--- config.mk ---
export PLATFORM = sky130hd
export DESIGN_NAME = psgc_fifo
export DESIGN_NICKNAME = d
export VERILOG_FILES = /design/src/sv/psgc_pkg.sv /design/src/sv/psgc_fifo.sv
export SDC_FILE = /design/constraint.sdc
export NUM_CORES = 1
export LEC_CHECK = 0
export BUFFER_PORTS_ARGS = -buffer_cell sky130_fd_sc_hd__buf_2
export CAP_MARGIN = 20
export CORE_MARGIN = 4
export CORE_UTILIZATION = 59
export CTS_BUF_LIST = sky130_fd_sc_hd__clkbuf_4
export DETAILED_ROUTE_END_ITERATION = 8
export GPL_TIMING_DRIVEN = 0
export PLACE_DENSITY = 0.93
export SLEW_MARGIN = 20
export SYNTH_ARGS = -nofsm -noshare
export SYNTH_HDL_FRONTEND = slang
export SYNTH_SLANG_ARGS = --single-unit
--- constraint.sdc ---
create_clock -name clk_i -period 3.77 [get_ports clk_i]
set_clock_uncertainty 0.2 [all_clocks]
set_input_delay 0.377 -clock clk_i [delete_from_list [all_inputs] [get_ports clk_i]]
set_output_delay 0.377 -clock clk_i [all_outputs]
set_load 0.02 [all_outputs]
--- src/sv/psgc_pkg.sv ---
// ----------------------------------------------------------------------------
// psgc_pkg
// Shared types and constants for the pressure sensor Gaussian calibration.
// ----------------------------------------------------------------------------
package psgc_pkg;

  localparam int VW    = 12;  // voltage / vref width
  localparam int GNW   = 18;  // gain and pressure width
  localparam int NSW   = 21;  // center / width register width
  localparam int RFW   = 20;  // feedback resistor width
  localparam int CNDW  = 22;  // saturated conductance width
  localparam int DENW  = 32;  // vref * rf
  localparam int NUMW  = 42;  // conductance dividend / quotient
  localparam int GRW   = NUMW + 1;  // unsaturated signed conductance
  localparam int ADW   = NSW + 2;   // |d| below 4 * width
  localparam int XW    = 32;  // Q30 ratio, below 4.0
  localparam int SW    = 30;  // exponent argument
  localparam int RW    = 31;  // Q30 value up to 1.0
  localparam int RCW   = 36;  // reciprocal constant width
  localparam int RCS   = 35;  // reciprocal shift
  localparam int HN    = 12;  // Taylor terms
  localparam int NSQ   = 4;   // squarings
  localparam int CIW   = 3;   // register index width

  localparam logic [29:0] SCALE_NS = 30'd1000000000;
  localparam logic [RW-1:0] Q30_ONE = RW'(1) << 30;
  localparam logic signed [CNDW-1:0] COND_MAX = CNDW'(2097151);
  localparam logic signed [CNDW-1:0] COND_MIN = -CNDW'(2097152);

  // ceil(2^35 / k) for k = 12 down to 1
  localparam logic [RCW-1:0] RECIP [HN] = '{
    36'd2863311531, 36'd3123612579, 36'd3435973837, 36'd3817748708,
    36'd4294967296, 36'd4908534053, 36'd5726623062, 36'd6871947674,
    36'd8589934592, 36'd11453246123, 36'd17179869184, 36'd34359738368
  };

  typedef enum logic [CIW-1:0] {
    REG_GAIN   = 3'd0,
    REG_CENTER = 3'd1,
    REG_WIDTH  = 3'd2,
    REG_VREF   = 3'd3,
    REG_RF     = 3'd4
  } reg_e;

  typedef struct packed {
    logic [GNW-1:0] gain;
    logic [NSW-1:0] center;
    logic [NSW-1:0] width;
    logic [VW-1:0]  vref;
    logic [RFW-1:0] rf;
  } cfg_t;

  typedef struct packed {
    logic signed [GRW-1:0]  g;
    logic signed [CNDW-1:0] cond;
  } item_t;

endpackage

--- src/sv/psgc_fifo.sv ---
// ----------------------------------------------------------------------------
// psgc_fifo
// Four-entry queue between the conductance front end and the curve back end.
// ----------------------------------------------------------------------------
module psgc_fifo
  import psgc_pkg::*;
(
  input  logic  clk_i,
  input  logic  rst_ni,
  input  logic  push_i,
  input  item_t push_data_i,
  output logic  full_o,
  input  logic  pop_i,
  output logic  pop_valid_o,
  output item_t pop_data_o
);

  item_t       mem [4];
  logic [1:0]  wr_q, wr_d, rd_q, rd_d;
  logic [2:0]  cnt_q, cnt_d;

  assign full_o      = (cnt_q == 3'd4);
  assign pop_valid_o = (cnt_q != 3'd0);
  assign pop_data_o  = mem[rd_q];

  always_comb begin
    wr_d  = push_i ? wr_q + 2'd1 : wr_q;
    rd_d  = pop_i ? rd_q + 2'd1 : rd_q;
    cnt_d = cnt_q + {2'b0, push_i} - {2'b0, pop_i};
  end

  always_ff @(posedge clk_i or negedge rst_ni) begin
    if (!rst_ni) begin
      wr_q  <= '0;
      rd_q  <= '0;
      cnt_q <= '0;
    end else begin
      wr_q  <= wr_d;
      rd_q  <= rd_d;
      cnt_q <= cnt_d;
    end
  end

  always_ff @(posedge clk_i) begin
    if (push_i) begin
      mem[wr_q] <= push_data_i;
    end
  end

endmodule

# [Word level (Yosys, flattened, before mapping)]
# Memory sizes are Yosys's and may differ from the RTL's.
# Index checks and enable logic that the tools add are counted.
[op_classes] addsub=4 n_eq_ne=1 mux=2 reduce_logical=1
[op_table] op="adder 2 x 1 -> 2 bit, second input constant" n=2
[op_table] op="adder 3 x 1 -> 3 bit" n=1
[op_table] op="equality test 3 bit, second input constant" n=1
[op_table] op="nonzero test 3 bit" n=1
[op_table] op="subtractor 3 x 1 -> 3 bit" n=1
[op_table] op="2-to-1 mux 1 bit" n=2
[totals] reg_bits=7 ramBits=260 inputBits=69 out_inout_bits=67 wordCells=12 mem_count=1
[mem_list] name="mem" words=4 word_bits=65 read_ports=1 rd_clocked_by_memory_dff=0 wr=1 line_no="psgc_fifo.sv:18" source="item_t mem [4];"

# [Longest topological paths before layout]
# Gate-level depths: netlist of the first run.
[logic_depth] ltp_word=2 depth_mapped=6 mapped_depth_nobuf=6

# [Worst setup path after synthesis of the first run]
# Ideal clock, no wire load.
[synth_timing] kind="reg2reg" start="register wr_q[0]" end="memory mem[0][0] in the netlist's numbering (enable)" setup_time_ns=0.430 arrival_time_ns=2.148 required_time_ns=3.140 path_slack_ns=0.992 path_stages_with_launch=4 n_path_buf=0 synth_period_minus_slack_ns=2.778 path_cell_list="dfrtp_1 inv_1 ha_1 and2_1"
[synth_lines] item="start, declared" line_no="psgc_fifo.sv:19" source="logic [1:0] wr_q, wr_d, rd_q, rd_d;"
[synth_lines] item="start signal, assigned" line_no="psgc_fifo.sv:38" source="wr_q <= wr_d;"
[synth_lines] item="end, declared" line_no="psgc_fifo.sv:18"
# No word-level cell before the write port.

==> out/results.txt, run 1 <==
The flow ran to the end, and the final reports show no timing, DRC or antenna violations. By startpoint and endpoint, the worst setup path is classified as register to output port. The power density over cell area is 776 nW/um^2. The share of flip-flops with an asynchronous set or reset is 0.0262. Detailed placement ended at an HPWL of 10800 um. The tools report the data required time at the worst endpoint as 3.19 ns. The first-pass GRT wire length is 29800 um, and the total track usage is 0.216. Among the stages of the critical path, the cell type that occurs most often is sky130_fd_sc_hd__buf_2. TritonCTS built the clock tree. For this run, the leading register cell type out of synthesis is sky130_fd_sc_hd__edfxtp_1. The run gives 0 ns as the final setup TNS. The largest family of logic cells by synthesized area is multiplexers.

Leaving out fill and tap cells, the most frequent cell in the layout is sky130_fd_sc_hd__edfxtp_1. The run gives 136 as the number of ports placed on the die boundary. The multiplexer fraction of the synthesized cell area is 0.149. The number of different library cells used by synthesis comes to 18.

The run gives 0.706 as the final weighted congestion of routability-driven global placement. Setup violations remaining at the end of the flow were counted as 0. The first detailed-routing pass ran for 4 iterations.

For the number of violations reported at the end of detailed-routing iteration 0, the log shows 278. The number of slew-limit violations in the final report is 0, and the fraction of layout instances using a drive strength above 1 is 0.466. The worst path meets setup with 1.06 ns of slack.

The run gives 0.611 as the initial standard-cell utilization of the core. The cell family with the largest share of critical-path delay is buffers and inverters. The clock reaches the later pin of the worst-skew pair after 0.60 ns. Counting every instance in the synthesized netlist gives 374. Summed over all layers, the global routing overflow is 0. The maximum number of pins on one net before global-route repair came out at 43.

The worst setup slack after placement is 1.66 ns, and the maximum ir drop on the vdd rail is 0.461 mV. The number of nets in the synthesized netlist is 450. The timing-limited maximum frequency came out at 368 MHz.

The clock drives 267 sinks. Once detail routing completed, the nets flagged for antenna violations numbered 0. After detailed routing, the number of remaining DRC violations is 0.

The xor and xnor fraction of the mapped netlist area is 0.00447. For the overall die area, the log shows 18700 um^2. Yosys mapped a number of flops with a built-in enable equal to 260. In this run the worst hold path is classified as primary input to register. The leakage power figure was 0.00448 uW; the per-cell via count in the routed design was 5.38.

The number of hold violations in the final report is 0. Summing every instance area after synthesis gives 9800 um^2. STA classifies the critical path endpoint as an output port. The area growth from synthesis to layout is 26.7%.

Setup repair after global routing left no endpoint under its margin. The height of the die was 137 um. Synthesis inferred 267 register bits. In this design, the stage delay of the slowest critical-path cell is 0.37 ns. The biggest fanout along the worst timing path came out at 10. The final period demand of the worst path is 2.71 ns, and the total power consumption of the routed design is 9640 uW. The number of gates resized after CTS was 0. Headroom to the max-slew limit: 0.584. The tools report the root buffer selected by CTS as sky130_fd_sc_hd__clkbuf_4. The combined buffer and inverter count along the critical path came out at 3. The floorplan core area is 16100 um^2. The level count of the clock H-tree came out at 3.

The net count of the finished layout was 726. The sequential share of the synthesized area came out at 0.814. In the layout the commonest cells are 260 x sky130_fd_sc_hd__edfxtp_1, 140 x sky130_fd_sc_hd__buf_2, 95 x sky130_fd_sc_hd__clkbuf_4, 69 x sky130_fd_sc_hd__dlygate4sd3_1, 65 x sky130_fd_sc_hd__mux4_2.

A synthesized cell averages 26.2 um^2. The routed layout has 4911 vias. The worst path arrival time is 2.14 ns. STA classifies the critical path startpoint as a register.

The clock-pin slew on the worst setup and hold paths came out at 0.07 ns. Yosys printed 0 warnings. After detailed routing, the total wire length is 19100 um.

The floorplan row count was 46; the CTS buffer count was 66. Post-CTS timing repair inserted 0 buffers for setup. After detailed routing, the average wire length per cell comes to 21.0 um.

The share of synthesized cell area in full adder, half adder and majority cells was 0.00970. In this run the tool buffered the top-level ports with 135 buffer cells. For the pin with the worst max-slew slack, the measured transition is 0.624 ns. The cell with the largest stage delay on the worst path is sky130_fd_sc_hd__dfrtp_1. The count of maximum capacitance violations was 0.

The post-route fraction of the period consumed by the critical path is 0.720, and the number of antenna violations at the first check in global routing is 1. Traced cell by cell, the critical path runs through buf_2 > buf_2 > mux4_2 > buf_2. The fraction of the mapped netlist area in simple logic gates is 0.00459, and the die extent in x is 137 um. The compound-gate portion of the synthesized area came out at 0.000510. Via count of the first global-routing pass: 5479. The tools report the number of buffers on the longest clock path as 3.
[through the flow]
stage	hold WS, ns	instance area [um^2]	util	cells
2_1_floorplan	-0.119	9800	-	374
3_3_place_gp	0.0141	10800	0.669	725
3_5_place_dp	0.0278	10900	0.677	729
4_1_cts	0.239	12400	0.774	911
5_1_grt	0.252	12400	0.774	912
6_report	0.291	12400	0.774	912
[Yosys cell counts (all sizes together), types with 2 or more instances]
cell type	n	area [um^2]
and2	4	25.0
buf	13	139
clkbuf	2	7.51
dfrtp	7	175
edfxtp	260	7810
ha	6	75.1
inv	6	22.5
mux4	65	1460
nand2	2	7.51
xnor2	2	17.5
xor2	3	26.3
[area by class of cell]
type                       instances  area [um^2]
multi-input combinational         86         1660
inverter                           6         22.5
clock inverter                    18          150
antenna                            1         2.50
clock buffer                      95          713
buffer                            15          146
fill                             829         3630
sequential                       267         7980
tap                              216          270
timing repair buffer             208         1480
[per-layer routing]
layer  track usage  routed length, um  vias up
li1              -                  -     2192
met2         0.370              10200      186
met3        0.0574               1220       26
met4        0.0759                321        0
met1         0.270               7370     2507
met5             0                  0        -
[power by group]
part           switching, uW  internal [uW]  total (uW)
registers                142           3880        4020
clock network           1070           1360        2440
logic                   1810           1370        3180
[cell families (layout without fill, tap and decap cells)]
group / after synthesis / after routing
adder cells (fa/ha/maj): 7 / 7
flip-flops: 267 / 267
buffers and inverters: 21 / 342
AO/OA/AOI/OAI: 1 / 1
multiplexers: 65 / 65
XOR/XNOR: 5 / 5
AND/OR/NAND/NOR: 8 / 8
other: 0 / 1
[sequential cells by signal, indices dropped and copies added (netlist names)]
| register | count |
|---|---|
| wr_q | 2 |
| mem | 260 |
| cnt_q | 3 |
| rd_q | 2 |
[final timing paths]
path | depth (start not counted) | endpoint | slack, ns | from
max in group asynchronous | 3 | wr_q[0]$_DFFE_PN0P_ | 2.54 | rst_ni
max | 4 | pop_data_o[52] | 1.06 | rd_q[1]$_DFFE_PN0P_
min in group asynchronous | 3 | cnt_q[0]$_DFF_PN0_ | 0.55 | rst_ni
min | 2 | mem[2][6]$_DFFE_PP_ | 0.29 | push_data_i[6]
min reg2reg | 1 | wr_q[0]$_DFFE_PN0P_ | 0.34 | wr_q[0]$_DFFE_PN0P_
max reg2reg | 4 | mem[2][2]$_DFFE_PP_ | 1.84 | wr_q[0]$_DFFE_PN0P_
[timing repair]
action                                 4_1_cts  5_1_grt
endpoints found under the hold margin      272        0
setup endpoints to repair                    0        0
hold buffers                                69        0
No activity file was read; power rests on OpenSTA's default activity.
==> inputs of run 2 (changes only) <==
ABC_AREA = 1   (was unset)
CORE_UTILIZATION = 60   (was 59)
clock period = 2.6 ns   (was 3.77 ns; I/O delays follow)
==> run 2 against run 1 <==
Worst setup slack worse by 0.96 ns. Wire length up 39%. Global-route usage increased by 3.5 points. Synthesized cell count rose to 2.8 times the previous value. Utilization fell by 3.0 points. Die area increased by 13%. Cell count grew 77%. Design area increased by 12%. Non-clock buffer count rose by 30. Sequential share of layout area fell by 6.7 points. Clock power rose by 29%. Count of clock-buffer cells in the layout is 9 lower.
==> out/results.txt, run 2 <==
The flow ran to the end, and the final reports show no timing, DRC or antenna violations. Among all cell types in the netlist, the one instantiated most often is sky130_fd_sc_hd__nand2_1. Post-route fraction of the period consumed by the critical path: 0.962. The die covers 21200 um^2.

The maximum ir drop on the vdd rail is 0.898 mV, and the share of the synthesized area in the top cell type is 0.688. The per-cell routed wire length is 16.4 um, and the total wirelength of the detailed-routed design is 26500 um. The worst path arrival time was 2.04 ns. The critical path goes through buf_4 > clkbuf_1 > nand2_1 > nand3_1 > nand2_1 > buf_2. More flip-flops sit in one register than any other, and that register is mem. Clock tree synthesis inserted a total of 67 buffers.

Across the run, the number of max-cap violations was 0. Most frequent standard cell in the layout excluding fill and tap cells: sky130_fd_sc_hd__nand2_1. The cell family contributing the most delay on the critical path is buffers and inverters.

In this run the remaining antenna-violating nets after routing total 0. For this run, the leading register cell type out of synthesis is sky130_fd_sc_hd__edfxtp_1. Pin placement for this block handled 136 I/O pins. The clock reaches the later pin of the worst-skew pair after 0.64 ns. The number of port buffers is 135, and the share of flip-flops with an asynchronous set or reset is 0.0262. The number of slew-limit violations in the final report was 0.

The H-tree generated during clock tree synthesis spans 3 levels. Per-cell via count in the routed design: 5.13. Setup violations remaining at the end of the flow were counted as 0. After layout, the minimum clock period comes to 2.50 ns. The run gives 8295 as the vias after detailed routing. Power spread over the standard cell area amounts to 1110 nW/um^2.

Detailed placement finished with a half-perimeter wire length of 15500 um. The first-pass iteration count of the detailed router is 6. The sequential share of the synthesized area was 0.703; the net count of the finished layout was 1419. The largest stage delay on the critical path is 0.45 ns, and the flip-flop count of the largest register, all copies and words added is 260.

The cell type with the highest occurrence count on the critical path is sky130_fd_sc_hd__nand2_1. The initial standard-cell utilization of the core is 0.609. Entering global routing, the biggest net connects 41 pins. From bottom edge to top edge, the die measures 146 um. The synthesized design contains 267 register bits. Counting every net in the synthesized netlist gives 1141. Biggest area consumer among synthesized cells: sky130_fd_sc_hd__edfxtp_1. The number of remaining DRC errors was 0; the layout overhead on the synthesized area was 22.2%. The largest registers in the layout are mem: 260 flops, cnt_q: 3 flops. The fraction of layout instances using a drive strength above 1 is 0.201, and the synthesized instance count is 1065. The class of the worst hold path was primary input to register.

Number of antenna violations at the first check in global routing: 3. Number of hold violations in the final report: 0. In the post-synthesis netlist, the biggest area contributors are sky130_fd_sc_hd__edfxtp_1 69%, sky130_fd_sc_hd__nand2_1 11%, sky130_fd_sc_hd__inv_1 9.0%, sky130_fd_sc_hd__nand3_1 5.8%, sky130_fd_sc_hd__dfrtp_1 1.5%. After clock tree synthesis, the clock-pin slew on the worst setup and hold paths is 0.08 ns.

The timing-limited maximum frequency is 400 MHz. Summing every instance area after synthesis gives 11400 um^2. The final setup TNS is 0 ns. Summed over all layers, the global routing overflow is 0. Prior to clock tree synthesis, the placed netlist has a worst setup slack of 0.582 ns. The floorplan row count was 50.

Transition time at the pin with the least slew margin: 0.551 ns. The worst setup path is captured at an output port. The mean area per synthesized cell is 10.7 um^2, and the leakage power figure is 0.00664 uW.

The first global-routing pass estimated 42100 um of wire. The run gives 0.748 as the final weighted congestion of routability-driven global placement. The number of violations reported at the end of detailed-routing iteration 0 is 638. After layout, the worst setup slack is 0.0996 ns. Via count of the first global-routing pass: 8646.

The number of synthesized flops with an enable pin works out to 260. The commonest cells after synthesis are 336 x sky130_fd_sc_hd__nand2_1, 273 x sky130_fd_sc_hd__inv_1, 260 x sky130_fd_sc_hd__edfxtp_1, 132 x sky130_fd_sc_hd__nand3_1, 24 x sky130_fd_sc_hd__buf_2. The total power consumption of the routed design is 15400 uW, and the final design utilization is 0.744. For the headroom to the max-slew limit, the log shows 0.633.

In the layout the commonest cells are 336 x sky130_fd_sc_hd__nand2_1, 269 x sky130_fd_sc_hd__inv_1, 260 x sky130_fd_sc_hd__edfxtp_1, 154 x sky130_fd_sc_hd__buf_2, 132 x sky130_fd_sc_hd__nand3_1. TritonCTS built the clock tree. The total area inside the core boundary comes to 18600 um^2. Yosys mapped the design onto 15 distinct sky130hd cell types. The combined buffer and inverter count along the critical path came out at 3. The cell with the largest stage delay on the worst path was sky130_fd_sc_hd__clkbuf_1.

The root buffer selected by CTS is sky130_fd_sc_hd__clkbuf_4. Fill cells in the final layout number 1102. Critical path startpoint category: a register. The number of buffers on the longest clock path is 3. The data required time at the worst endpoint was 2.14 ns; the total track usage was 0.251.

Biggest fanout along the worst timing path: 10. For this design, the sink count on the clock tree is 267. The Yosys step of the flow raised 0 warnings. The path type of the worst setup path is register to output port. The die extent in x was 146 um.
==> run 2: cell types whose count changed in the layout (fill, tap and decap cells not counted), sizes merged, moves of 3 or more <==
cell	change
and2	-4
mux4	-65
nand2	+334
inv	+267
clkinv	+7
bufinv	-3
buf	+22
nand3	+132
==> run 2: metal layers <==
| layer | wire, um | global-route usage |
|---|---|---|
| met4 | 683 | 0.106 |
| met1 | 9540 | 0.286 |
| met2 | 13900 | 0.448 |
| met3 | 2390 | 0.0666 |
| met5 | 0 | 0 |
==> run 2: final timing paths <==
path	startpoint	endpoint	slack [ns]	cells past startpoint
hold reg to reg	wr_q[0]$_DFFE_PN0P_	wr_q[0]$_DFFE_PN0P_	0.36	1
min in group asynchronous	rst_ni	cnt_q[0]$_DFF_PN0_	0.41	3
max in group asynchronous	rst_ni	cnt_q[1]$_DFF_PN0_	1.49	3
hold / removal	push_data_i[62]	mem[2][62]$_DFFE_PP_	0.16	2
setup reg to reg	wr_q[0]$_DFFE_PN0P_	mem[0][33]$_DFFE_PP_	0.56	5
setup / recovery	rd_q[0]$_DFFE_PN0P_	pop_data_o[40]	0.1	6
==> run 2: area by class of cell <==
type,instances,area [um^2],area share
Antenna cell,3,7.51,0.000541
Inverter,274,1040,0.0748
Tap cell,234,293,0.0211
Clock inverter,21,85.1,0.00613
Multi-Input combinational cell,480,2050,0.148
Timing Repair Buffer,209,1460,0.105
Clock buffer,86,646,0.0465
Buffer,44,309,0.0223
Sequential cell,267,7980,0.575
==> run 2: kinds of logic after synthesis <==
kind of cell	after synthesis	synth area share
adder cells (fa/ha/maj)	7	0.00837
buffers and inverters	318	0.116
flip-flops	267	0.703
XOR/XNOR	3	0.00231
AO/OA/AOI/OAI	1	0.000440
AND/OR/NAND/NOR	469	0.170
==> run 2: where the power goes <==
group / total (uW) / switching, uW / internal [uW]
clock network: 3140 / 1600 / 1540
registers: 5840 / 211 / 5630
logic: 6410 / 4420 / 1990
==> run 2: what timing repair did <==
item	CTS	global route
endpoints found under the hold margin	274	0
hold buffers	70	0
gates resized for setup	2	9
setup endpoints to repair	1	38
buffers inserted	0	0
pin swaps	0	0
==> run 2: stage by stage <==
step / std cells / area (um^2) / hold slack [ns]
after floorplan: 1065 / 11400 / -0.236
after global placement: 1434 / 12300 / -0.0932
after detailed placement: 1438 / 12400 / -0.0886
after CTS: 1615 / 13900 / 0.113
after global routing: 1618 / 13900 / 0.117
final: 1618 / 13900 / 0.163
